<file path="config.mk">
export PLATFORM = sky130hd
export DESIGN_NAME = interleaved_channel_moving_average
export DESIGN_NICKNAME = d
export VERILOG_FILES = /design/src/icma_pkg.sv /design/src/interleaved_channel_moving_average.sv /design/src/icma_ram.sv /design/src/icma_mean.sv
export SDC_FILE = /design/constraint.sdc
export NUM_CORES = 1
export LEC_CHECK = 0
export BUFFER_PORTS_ARGS = -buffer_cell sky130_fd_sc_hd__clkbuf_2
export CAP_MARGIN = 0
export CORE_ASPECT_RATIO = 1.2
export CORE_MARGIN = 5
export CORE_UTILIZATION = 29
export DETAILED_ROUTE_END_ITERATION = 10
export HOLD_SLACK_MARGIN = 0.05
export PLACE_DENSITY = 0.47
export SETUP_SLACK_MARGIN = 0.5
export SLEW_MARGIN = 40
export SYNTH_ARGS = -nofsm -noshare
export SYNTH_HDL_FRONTEND = slang
export SYNTH_SLANG_ARGS = --single-unit
</file>
<file path="constraint.sdc">
create_clock -name i_clk -period 9 [get_ports i_clk]
set_input_delay 1.8 -clock i_clk [delete_from_list [all_inputs] [get_ports i_clk]]
set_output_delay 1.8 -clock i_clk [all_outputs]
set_load 0.01 [all_outputs]
</file>
<file path="src/icma_pkg.sv">
// Shared types and constants for the interleaved channel moving average.
// No dependencies.
package icma_pkg;

    localparam int unsigned RAW_W     = 16;
    localparam int unsigned SAMPLE_W  = 10;
    localparam int unsigned SUM_W     = 16;
    localparam int unsigned MEAN_W    = 16;
    localparam int unsigned TOTAL_W   = 18;
    localparam int unsigned NEXT_W    = 2;
    localparam int unsigned FRAC_BITS = 6;
    localparam int unsigned OUT_MEANS = 3;

    localparam int unsigned IN_TDATA_W  = 16;
    localparam int unsigned OUT_FIELD_W = OUT_MEANS * MEAN_W + TOTAL_W + NEXT_W;
    localparam int unsigned OUT_TDATA_W = ((OUT_FIELD_W + 7) / 8) * 8;

    localparam logic [TOTAL_W-1:0] TOTAL_MAX = '1;

    typedef logic [SAMPLE_W-1:0] t_sample;
    typedef logic [SUM_W-1:0]    t_sum;
    typedef logic [MEAN_W-1:0]   t_mean;
    typedef logic [TOTAL_W-1:0]  t_total;
    typedef logic [NEXT_W-1:0]   t_next;

endpackage

</file>
<file path="src/interleaved_channel_moving_average.sv">
// Channel   Dir  Fields (tdata, low bit up)
// s         in   raw_conversion[15:0]
// m         out  average_ch0[15:0] average_ch1[31:16] average_ch2[47:32]
//                total_weight[65:48] next_channel[67:66] zero[71:68]
//
// One sample per cycle unless the output stalls; each passes stage 1, then 2.
// Stage 1 updates the channel sum from the pre-read ring slot; stage 2 holds
// the means. The ring RAM is read one slot ahead so its registered read port
// never stalls. Reset (i_rst_n, synchronous) clears sums and pointers; ring
// slots not yet written read as zero. An output stall backs up into s tready.
//
// Top level: ring of samples, running sums, mean unit and output register.
// Depends on icma_pkg, icma_ram and icma_mean.
module interleaved_channel_moving_average #(
    parameter int unsigned CHANNELS            = 3,
    parameter int unsigned SAMPLES_PER_CHANNEL = 16
) (
    input  logic                                i_clk,
    input  logic                                i_rst_n,
    input  logic                                i_s_tvalid,
    output logic                                o_s_tready,
    input  logic [icma_pkg::IN_TDATA_W-1:0]     i_s_tdata,   // raw_conversion
    output logic                                o_m_tvalid,
    input  logic                                i_m_tready,
    // average_ch0, average_ch1, average_ch2, total_weight, next_channel, zero pad
    output logic [icma_pkg::OUT_TDATA_W-1:0]    o_m_tdata
);
    import icma_pkg::*;

    localparam int unsigned RING   = CHANNELS * SAMPLES_PER_CHANNEL;
    localparam int unsigned SLOT_W = (RING > 1) ? $clog2(RING) : 1;
    localparam int unsigned CH_W   = (CHANNELS > 1) ? $clog2(CHANNELS) : 1;
    localparam logic [SLOT_W-1:0] SLOT_LAST = SLOT_W'(RING - 1);
    localparam logic [CH_W-1:0]   CH_LAST   = CH_W'(CHANNELS - 1);

    // ring pointers
    logic [SLOT_W-1:0] r_slot, n_slot;
    logic [CH_W-1:0]   r_chan, n_chan;
    logic              r_full;
    logic              r_byp;
    t_sample           r_byp_data;

    // stage 1: sums and the request's next channel
    t_sum  r_sums [CHANNELS];
    logic  r_s1_valid;
    t_next r_s1_next;

    // stage 2: output register
    logic   r_out_valid;
    t_mean  r_out_avg [OUT_MEANS];
    t_total r_out_total;
    t_next  r_out_next;

    logic    w_accept, w_s1_move, w_s2_ready;
    t_sample w_sample, w_ram_rdata, w_old;
    t_sum    w_new_sum;
    t_mean   w_avg [OUT_MEANS];
    t_total  w_total;

    assign w_s2_ready = !r_out_valid || i_m_tready;
    assign w_s1_move  = r_s1_valid && w_s2_ready;
    assign o_s_tready = !r_s1_valid || w_s2_ready;
    assign w_accept   = i_s_tvalid && o_s_tready;

    assign w_sample = i_s_tdata[SAMPLE_W-1:0];

    always_comb begin
        n_slot = r_slot;
        n_chan = r_chan;
        if (w_accept) begin
            n_slot = (r_slot == SLOT_LAST) ? '0 : r_slot + 1'b1;
            n_chan = (r_chan == CH_LAST) ? '0 : r_chan + 1'b1;
        end
    end

    // read one slot ahead; bypass when the next slot is the one being written
    icma_ram #(
        .WIDTH (SAMPLE_W),
        .DEPTH (RING),
        .AW    (SLOT_W)
    ) u_ring (
        .i_clk   (i_clk),
        .i_we    (w_accept),
        .i_waddr (r_slot),
        .i_wdata (w_sample),
        .i_raddr (n_slot),
        .o_rdata (w_ram_rdata)
    );

    assign w_old     = !r_full ? '0 : (r_byp ? r_byp_data : w_ram_rdata);
    assign w_new_sum = r_sums[r_chan] - SUM_W'(w_old) + SUM_W'(w_sample);

    always_ff @(posedge i_clk) begin
        if (!i_rst_n) begin
            r_slot <= '0;
            r_chan <= '0;
            r_full <= 1'b0;
            r_byp  <= 1'b0;
            for (int k = 0; k < CHANNELS; k++) begin
                r_sums[k] <= '0;
            end
        end else begin
            r_slot <= n_slot;
            r_chan <= n_chan;
            r_byp  <= w_accept && (n_slot == r_slot);
            if (w_accept && (r_slot == SLOT_LAST)) begin
                r_full <= 1'b1;
            end
            if (w_accept) begin
                r_sums[r_chan] <= w_new_sum;
            end
        end
    end

    always_ff @(posedge i_clk) begin
        r_byp_data <= w_sample;
        if (w_accept) begin
            r_s1_next <= NEXT_W'(n_chan);
        end
    end

    icma_mean #(
        .CHANNELS            (CHANNELS),
        .SAMPLES_PER_CHANNEL (SAMPLES_PER_CHANNEL)
    ) u_mean (
        .i_sums    (r_sums),
        .o_average (w_avg),
        .o_total   (w_total)
    );

    always_ff @(posedge i_clk) begin
        if (!i_rst_n) begin
            r_s1_valid  <= 1'b0;
            r_out_valid <= 1'b0;
        end else begin
            if (w_accept) begin
                r_s1_valid <= 1'b1;
            end else if (w_s1_move) begin
                r_s1_valid <= 1'b0;
            end
            if (w_s1_move) begin
                r_out_valid <= 1'b1;
            end else if (i_m_tready) begin
                r_out_valid <= 1'b0;
            end
        end
    end

    always_ff @(posedge i_clk) begin
        if (w_s1_move) begin
            r_out_avg   <= w_avg;
            r_out_total <= w_total;
            r_out_next  <= r_s1_next;
        end
    end

    assign o_m_tvalid = r_out_valid;
    assign o_m_tdata  = OUT_TDATA_W'({r_out_next, r_out_total,
                                      r_out_avg[2], r_out_avg[1], r_out_avg[0]});

endmodule

</file>
<file path="src/icma_ram.sv">
// Generic single-port-write, single-port-read RAM with registered read data.
// No dependencies.
module icma_ram #(
    parameter int unsigned WIDTH = 10,
    parameter int unsigned DEPTH = 48,
    parameter int unsigned AW    = 6
) (
    input  logic             i_clk,
    input  logic             i_we,
    input  logic [AW-1:0]    i_waddr,
    input  logic [WIDTH-1:0] i_wdata,
    input  logic [AW-1:0]    i_raddr,
    output logic [WIDTH-1:0] o_rdata
);

    logic [WIDTH-1:0] r_mem [DEPTH];
    logic [WIDTH-1:0] r_rdata;

    always_ff @(posedge i_clk) begin
        if (i_we) begin
            r_mem[i_waddr] <= i_wdata;
        end
        r_rdata <= r_mem[i_raddr];
    end

    assign o_rdata = r_rdata;

endmodule

</file>
<file path="src/icma_mean.sv">
// Window mean per channel (sum * 64 / window, by reciprocal multiply) and
// the saturated total of all channel means. Depends on icma_pkg.
module icma_mean #(
    parameter int unsigned CHANNELS            = 3,
    parameter int unsigned SAMPLES_PER_CHANNEL = 16
) (
    input  icma_pkg::t_sum   i_sums [CHANNELS],
    output icma_pkg::t_mean  o_average [icma_pkg::OUT_MEANS],
    output icma_pkg::t_total o_total
);
    import icma_pkg::*;

    // floor(x / d) for x < 2^(SUM_W+FRAC_BITS) via ceil(2^k / d), k = N + ceil(log2 d)
    localparam int unsigned LOG_D  = $clog2(SAMPLES_PER_CHANNEL);
    localparam int unsigned SHIFT  = SUM_W + FRAC_BITS + LOG_D;
    localparam longint unsigned MULT_L =
        ((64'd1 << SHIFT) + SAMPLES_PER_CHANNEL - 1) / SAMPLES_PER_CHANNEL;
    localparam int unsigned MULT_W = SUM_W + FRAC_BITS + 1;
    localparam logic [MULT_W-1:0] MULT = MULT_W'(MULT_L);
    localparam int unsigned PROD_W = SUM_W + MULT_W;
    localparam int unsigned QSHIFT = SHIFT - FRAC_BITS;
    localparam int unsigned ACC_W  = MEAN_W + $clog2(CHANNELS + 1);

    t_mean w_means [CHANNELS];
    logic [ACC_W-1:0] w_acc;

    for (genvar k = 0; k < CHANNELS; k++) begin : g_mean
        logic [PROD_W-1:0] w_prod;
        assign w_prod     = PROD_W'(i_sums[k]) * PROD_W'(MULT);
        assign w_means[k] = w_prod[QSHIFT +: MEAN_W];
    end

    for (genvar k = 0; k < OUT_MEANS; k++) begin : g_out
        if (k < CHANNELS) begin : g_used
            assign o_average[k] = w_means[k];
        end else begin : g_unused
            assign o_average[k] = '0;
        end
    end

    always_comb begin
        w_acc = '0;
        for (int k = 0; k < CHANNELS; k++) begin
            w_acc = w_acc + ACC_W'(w_means[k]);
        end
    end

    assign o_total = (w_acc > ACC_W'(TOTAL_MAX)) ? TOTAL_MAX : TOTAL_W'(w_acc);

endmodule

</file>
; Word level (Yosys, flattened, before mapping)
; Memories as Yosys holds them, arrays and structs flattened. A register that Yosys moved wholly into a read port is not among the register bits.
; Cells that the tools add are included.
; W data, S select, Z words.
[word_totals]
output_inout_bits = 74
input_bits = 20
ramBits = 480
ff_bits = 134
mem_count = 1
[mem_list]
columns = name, depth, word_bits, rd, rd_clocked_by_memory_dff, write_ports, line_no
row1 = u_ring.r_mem, 48, 10, 1, 1, 1, icma_ram.sv:16  ; logic [WIDTH-1:0] r_mem [DEPTH];
[op_classes]
reduce_logical = 11
addsub = 6
n_bitwise = 1
eq_ne = 3
magnitude_cmp = 3
mux = 18
[ops]
columns = op, n
row1 = $bwmux W48, 1
row2 = $mux W16, 3
row3 = $bmux W16 S2, 1
row4 = $demux W16 S2, 1
row5 = $mux W10, 2
row6 = $add A18 B16 Y18, 1
row7 = $gt A18 B18 Y1 const B, 1
row8 = $add A16 B16 Y17, 1
row9 = $add A16 B10 Y16, 1
row10 = $sub A16 B10 Y16, 1
row11 = $mux W6, 2
row12 = $add A6 B1 Y6 const B, 1
row13 = $eq A6 B6 Y1, 1
row14 = $eq A6 B6 Y1 const B, 1
row15 = $mux W1, 6
row16 = $logic_and A1 B1 Y1, 5
row17 = $mux W2, 2
row18 = $reduce_bool A2 Y1, 2
row19 = $ge A3 B3 Y1 const B, 1
row20 = $lt A3 B1 Y1 const B, 1
row21 = $not A2 Y3, 1
row22 = $add A2 B1 Y2 const B, 1
row23 = $eq A2 B2 Y1 const B, 1
row24 = $logic_not A1 Y1, 2
row25 = $logic_or A1 B1 Y1, 2

; Depth between registers and ports, before layout
[depth]
ltp_word = 7
ltp_mapped = 17
depth_no_buf = 17

; Modules after synthesis
; A second synthesis with hierarchy kept.
[unflattened]
cells_unflattened = 1694
area_unflattened_um2 = 26600.5
[by_module_without_submodules]
columns = module, n_inst, area_each_um2, cells_per_inst, seq_area_each_um2
row1 = icma_ram, 1, 19053.3, 967, 14614.0
row2 = interleaved_channel_moving_average, 1, 6149.6, 554, 3503.4
row3 = icma_mean, 1, 1397.6, 173, 0.0

; Worst setup path after synthesis
; No wires, ideal clock.
[synth_timing]
path_kind = input -> register
startpoint = in i_m_tready
endpoint = reg r_out_avg, in the netlist o_m_tdata[10] (enable)
t_arrival_ns = 6.211
path_slack_ns = 2.219
stages = 2
path_buffers = 0
setup_time_ns = 0.569
cell_sequence = inv_1 -> a21boi_0
[synth_between]
elab_chain_len = 2
[synth_lines]
columns = item, line_no
row1 = "start, declared", interleaved_channel_moving_average.sv:24  ; input logic i_m_tready,
row2 = $logic_or A1 B1 Y1, interleaved_channel_moving_average.sv:60  ; assign w_s2_ready = !r_out_valid || i_m_tready;
row3 = $logic_and A1 B1 Y1, interleaved_channel_moving_average.sv:61  ; assign w_s1_move = r_s1_valid && w_s2_ready;
row4 = named net w_s1_move, interleaved_channel_moving_average.sv:54  ; logic w_accept, w_s1_move, w_s2_ready;
row5 = "end signal, assigned", interleaved_channel_moving_average.sv:151  ; r_out_avg <= w_avg;
row6 = "end, declared", interleaved_channel_moving_average.sv:50  ; t_mean r_out_avg [OUT_MEANS];
; The timed path passes the listed nets, and every way through them passes these cells.
; A chain may end at the register's enable or synchronous reset.

; Final worst setup path
[layout_timing]
startpoint = in i_m_tready
endpoint = reg u_ring.r_rdata[0] (netlist: u_ring.o_rdata[0]), read port of u_ring.r_mem
[layout_between]
elab_chain_len = 4
[layout_lines]
columns = item, line_no
row1 = $logic_or A1 B1 Y1, interleaved_channel_moving_average.sv:60
row2 = $logic_or A1 B1 Y1, interleaved_channel_moving_average.sv:62  ; assign o_s_tready = !r_s1_valid || w_s2_ready;
row3 = $logic_and A1 B1 Y1, interleaved_channel_moving_average.sv:63  ; assign w_accept = i_s_tvalid && o_s_tready;
row4 = named net u_ring.i_we, icma_ram.sv:9  ; input logic i_we,
row5 = $mux W6, interleaved_channel_moving_average.sv:70  ; if (w_accept) begin
row6 = "end, declared", icma_ram.sv:17  ; logic [WIDTH-1:0] r_rdata;
; The timed path passes the listed nets, and every way through them passes these cells.

==> flow_metrics.tcl <==
set metrics [dict create \
    drc_errors 0 \
    slew_violations 0 \
    drive_gt1_share_pct 22.2 \
    final_common_cell "edfxtp_1" \
    p_total_uw 6620 \
    cts.sinks 616 \
    power_density_mw_per_mm2 225 \
    crit_required_ps 9470 \
    ys_warn_count 0 \
    end_kind "flip-flop" \
    min_period_ps 4900 \
    ir_drop_v 0.000126 \
    cts_setup_buffers 0 \
    place_hpwl_um 40000 \
    drtIter0Drc 844 \
    clock_latency_ps 610 \
    place_area_mm2 0.0274 \
    dieArea_mm2 0.0942 \
    hold_buffers 0 \
    cts_root_buf "clkbuf_16" \
    fin_skew_ps 25.5 \
    design_area_mm2 0.0294 \
    syn_to_final_growth_pct 15.1 \
    ios 94 \
    fin_setup_tns_ps 0 \
    wirelength_um 61400 \
    syn-cell-area_mm2 0.0256 \
    start_util_pct 29.2 \
    placedCellCount 2715 \
    ys.flop_type "edfxtp_1" \
    rsz0062_at_grt "false" \
    critPathMaxFanout 31 \
    fmax_ghz 0.204 \
    final_antenna_net_count 0 \
    clkTransAtPathRegs_ps 60 \
    detail_route.first_pass.iterations 4 \
    timing_worst_setup_path_type "in2reg" \
    finalNonFillerCells 2834 \
    ys_seq_elements 616 \
    die-width_um 281 \
    syn_avg_cell_area_um2 16.8 \
    final_cell_mix "edfxtp_1, mux4_2, a21oi_1, clkbuf_2, dfxtp_1" \
    clockBufferDepth 3 \
    synth-edff-count 542 \
    cts_buffers 66 \
    cts_tree "yes" \
    ys_seq_area_share_pct 69.4 \
    grt_pass1_vias 14200 \
    slew_headroom_pct 47.4 \
    gr-total-overflow 0 \
    ctsResizeCount 0 \
    rows 119 \
    grt_max_degree 63 \
    wl_per_cell_um 21.7 \
    via_per_inst 4.76 \
    grt_pass1_wl_um 91900 \
    portBuffers 75 \
    synth_cells 1523 \
    finalSetupViolCount 0 \
    hp-class "reg2reg" \
    core_area_mm2 0.0877 \
    power.static_leakage_uw 0.0101 \
    postSynth.asyncResetShare_pct 0 \
    antenna_found_initial 1 \
    drv_cap 0 \
    worst_pin_slew_ps 789 \
    nets 1711 \
    grt.total_usage_pct 13.0 \
    period_share_pct 54.4 \
    die_h_um 335 \
    fin_ws_ps 4100 \
    worstPathArrival_ps 5360 \
    dp_slack_ps 3450 \
    gp_congestion 0.845 \
    critPathLaunchType "input pin" \
    finalHoldViolCount 0 \
    ys_types 59 \
    vias 13500 \
    outcome "complete, no violations" \
    cts_max_level 3 \
]
==> per-layer routing <==
metal / routed length, um / track usage [%] / up-vias
li1: - / - / 6181
met1: 26100 / 16.2 / 6938
met2: 30500 / 22.2 / 263
met3: 2640 / 2.50 / 100
met4: 2160 / 5.13 / 2
met5: 7 / 0 / -
==> path summary, 6_finish.rpt <==
path           startpoint           endpoint  slack (ps)  depth (start not counted)
min          r_s1_next[1]      r_out_next[1]         430                          0
max reg2reg     r_chan[1]         r_sums[29]        5080                         14
max            i_m_tready  u_ring.o_rdata[0]        4100                         11
min reg2reg  r_s1_next[1]      r_out_next[1]         430                          0
==> flip-flops by register name (all words and copies together) (netlist names) <==
| name | cells |
|---|---|
| u_ring.r_mem | 480 |
| o_m_tdata | 42 |
| r_sums | 42 |
| r_out_total | 16 |
| r_byp_data | 10 |
| u_ring.o_rdata | 10 |
| r_slot | 6 |
| r_chan | 2 |
| r_out_next | 2 |
| r_s1_next | 2 |
| o_m_tvalid | 1 |
| r_byp | 1 |
| r_full | 1 |
| r_s1_valid | 1 |
==> report_power, final <==
group | switching, uW | internal (uW)
registers | 43.9 | 3190
logic | 484 | 339
clock network | 1100 | 1470
==> worst max-delay path, cell delays in order <==
cell      delay, ps
clkbuf_2        130
and3b_4         240
inv_6           120
nand2_8          90
inv_8           120
mux2i_4         550
buf_4           650
mux4_2          610
a22oi_1         540
a21oi_1         140
a211o_1         340
==> logic make-up (layout without fill, tap and decap cells) <==
| group | count (synthesis) | in the layout | synth area share [%] |
|---|---|---|---|
| compound gates | 206 | 206 | 5.28 |
| xor+xnor | 30 | 30 | 1.03 |
| fa+ha+maj | 57 | 57 | 3.14 |
| buf+inv | 121 | 269 | 2.38 |
| flops | 616 | 616 | 69.4 |
| mux | 177 | 177 | 12.9 |
| other cells | 1 | 15 | 0.0147 |
| simple gates | 315 | 315 | 5.83 |
==> layout make-up <==
cell class | instances | area [um2]
diodes | 2 | 5.00
well taps | 1149 | 1440
inverters | 50 | 200
flip-flops and latches | 616 | 17800
repair buffers | 102 | 606
clock buffers | 93 | 1810
fillers | 8387 | 58300
clock inverters | 24 | 200
multi-input cells | 798 | 7410
==> cells in the mapped netlist (4+ instances only) <==
library cell | number | share of area, %
edfxtp_1 | 542 | 64
mux4_2 | 120 | 11
nor2_1 | 111 | 1.6
a21oi_1 | 74 | 1.4
dfxtp_1 | 74 | 5.8
nand2_1 | 70 | 1.0
mux2i_1 | 50 | 2.0
inv_1 | 47 | 0.69
ha_1 | 45 | 2.2
and3_1 | 29 | 0.71
nand3_1 | 28 | 0.55
clkbuf_1 | 26 | 0.38
xnor2_1 | 21 | 0.72
a22oi_1 | 20 | 0.59
buf_2 | 18 | 0.35
nor3_1 | 18 | 0.35
o21ai_0 | 18 | 0.35
or3_1 | 17 | 0.42
nor2b_1 | 16 | 0.39
o21a_1 | 16 | 0.47
buf_4 | 14 | 0.41
o31ai_1 | 13 | 0.38
a211oi_1 | 12 | 0.35
fa_1 | 12 | 0.94
a22o_1 | 11 | 0.38
buf_6 | 9 | 0.40
o211ai_1 | 9 | 0.26
xor2_1 | 9 | 0.31
a21o_1 | 7 | 0.21
and2_1 | 6 | 0.15
mux2_2 | 6 | 0.26
nand2b_1 | 6 | 0.15
a211o_1 | 5 | 0.17
buf_1 | 4 | 0.059
o311ai_0 | 4 | 0.14
==> per-stage QoR <==
stage	utilization (%)	hold slack (ps)
2_1_floorplan	-	400
3_3_place_gp	31.1	428
3_5_place_dp	31.3	424
4_1_cts	33.5	433
5_1_grt	33.5	434
6_report	33.5	427
No activity file was read; power rests on OpenSTA's default activity.
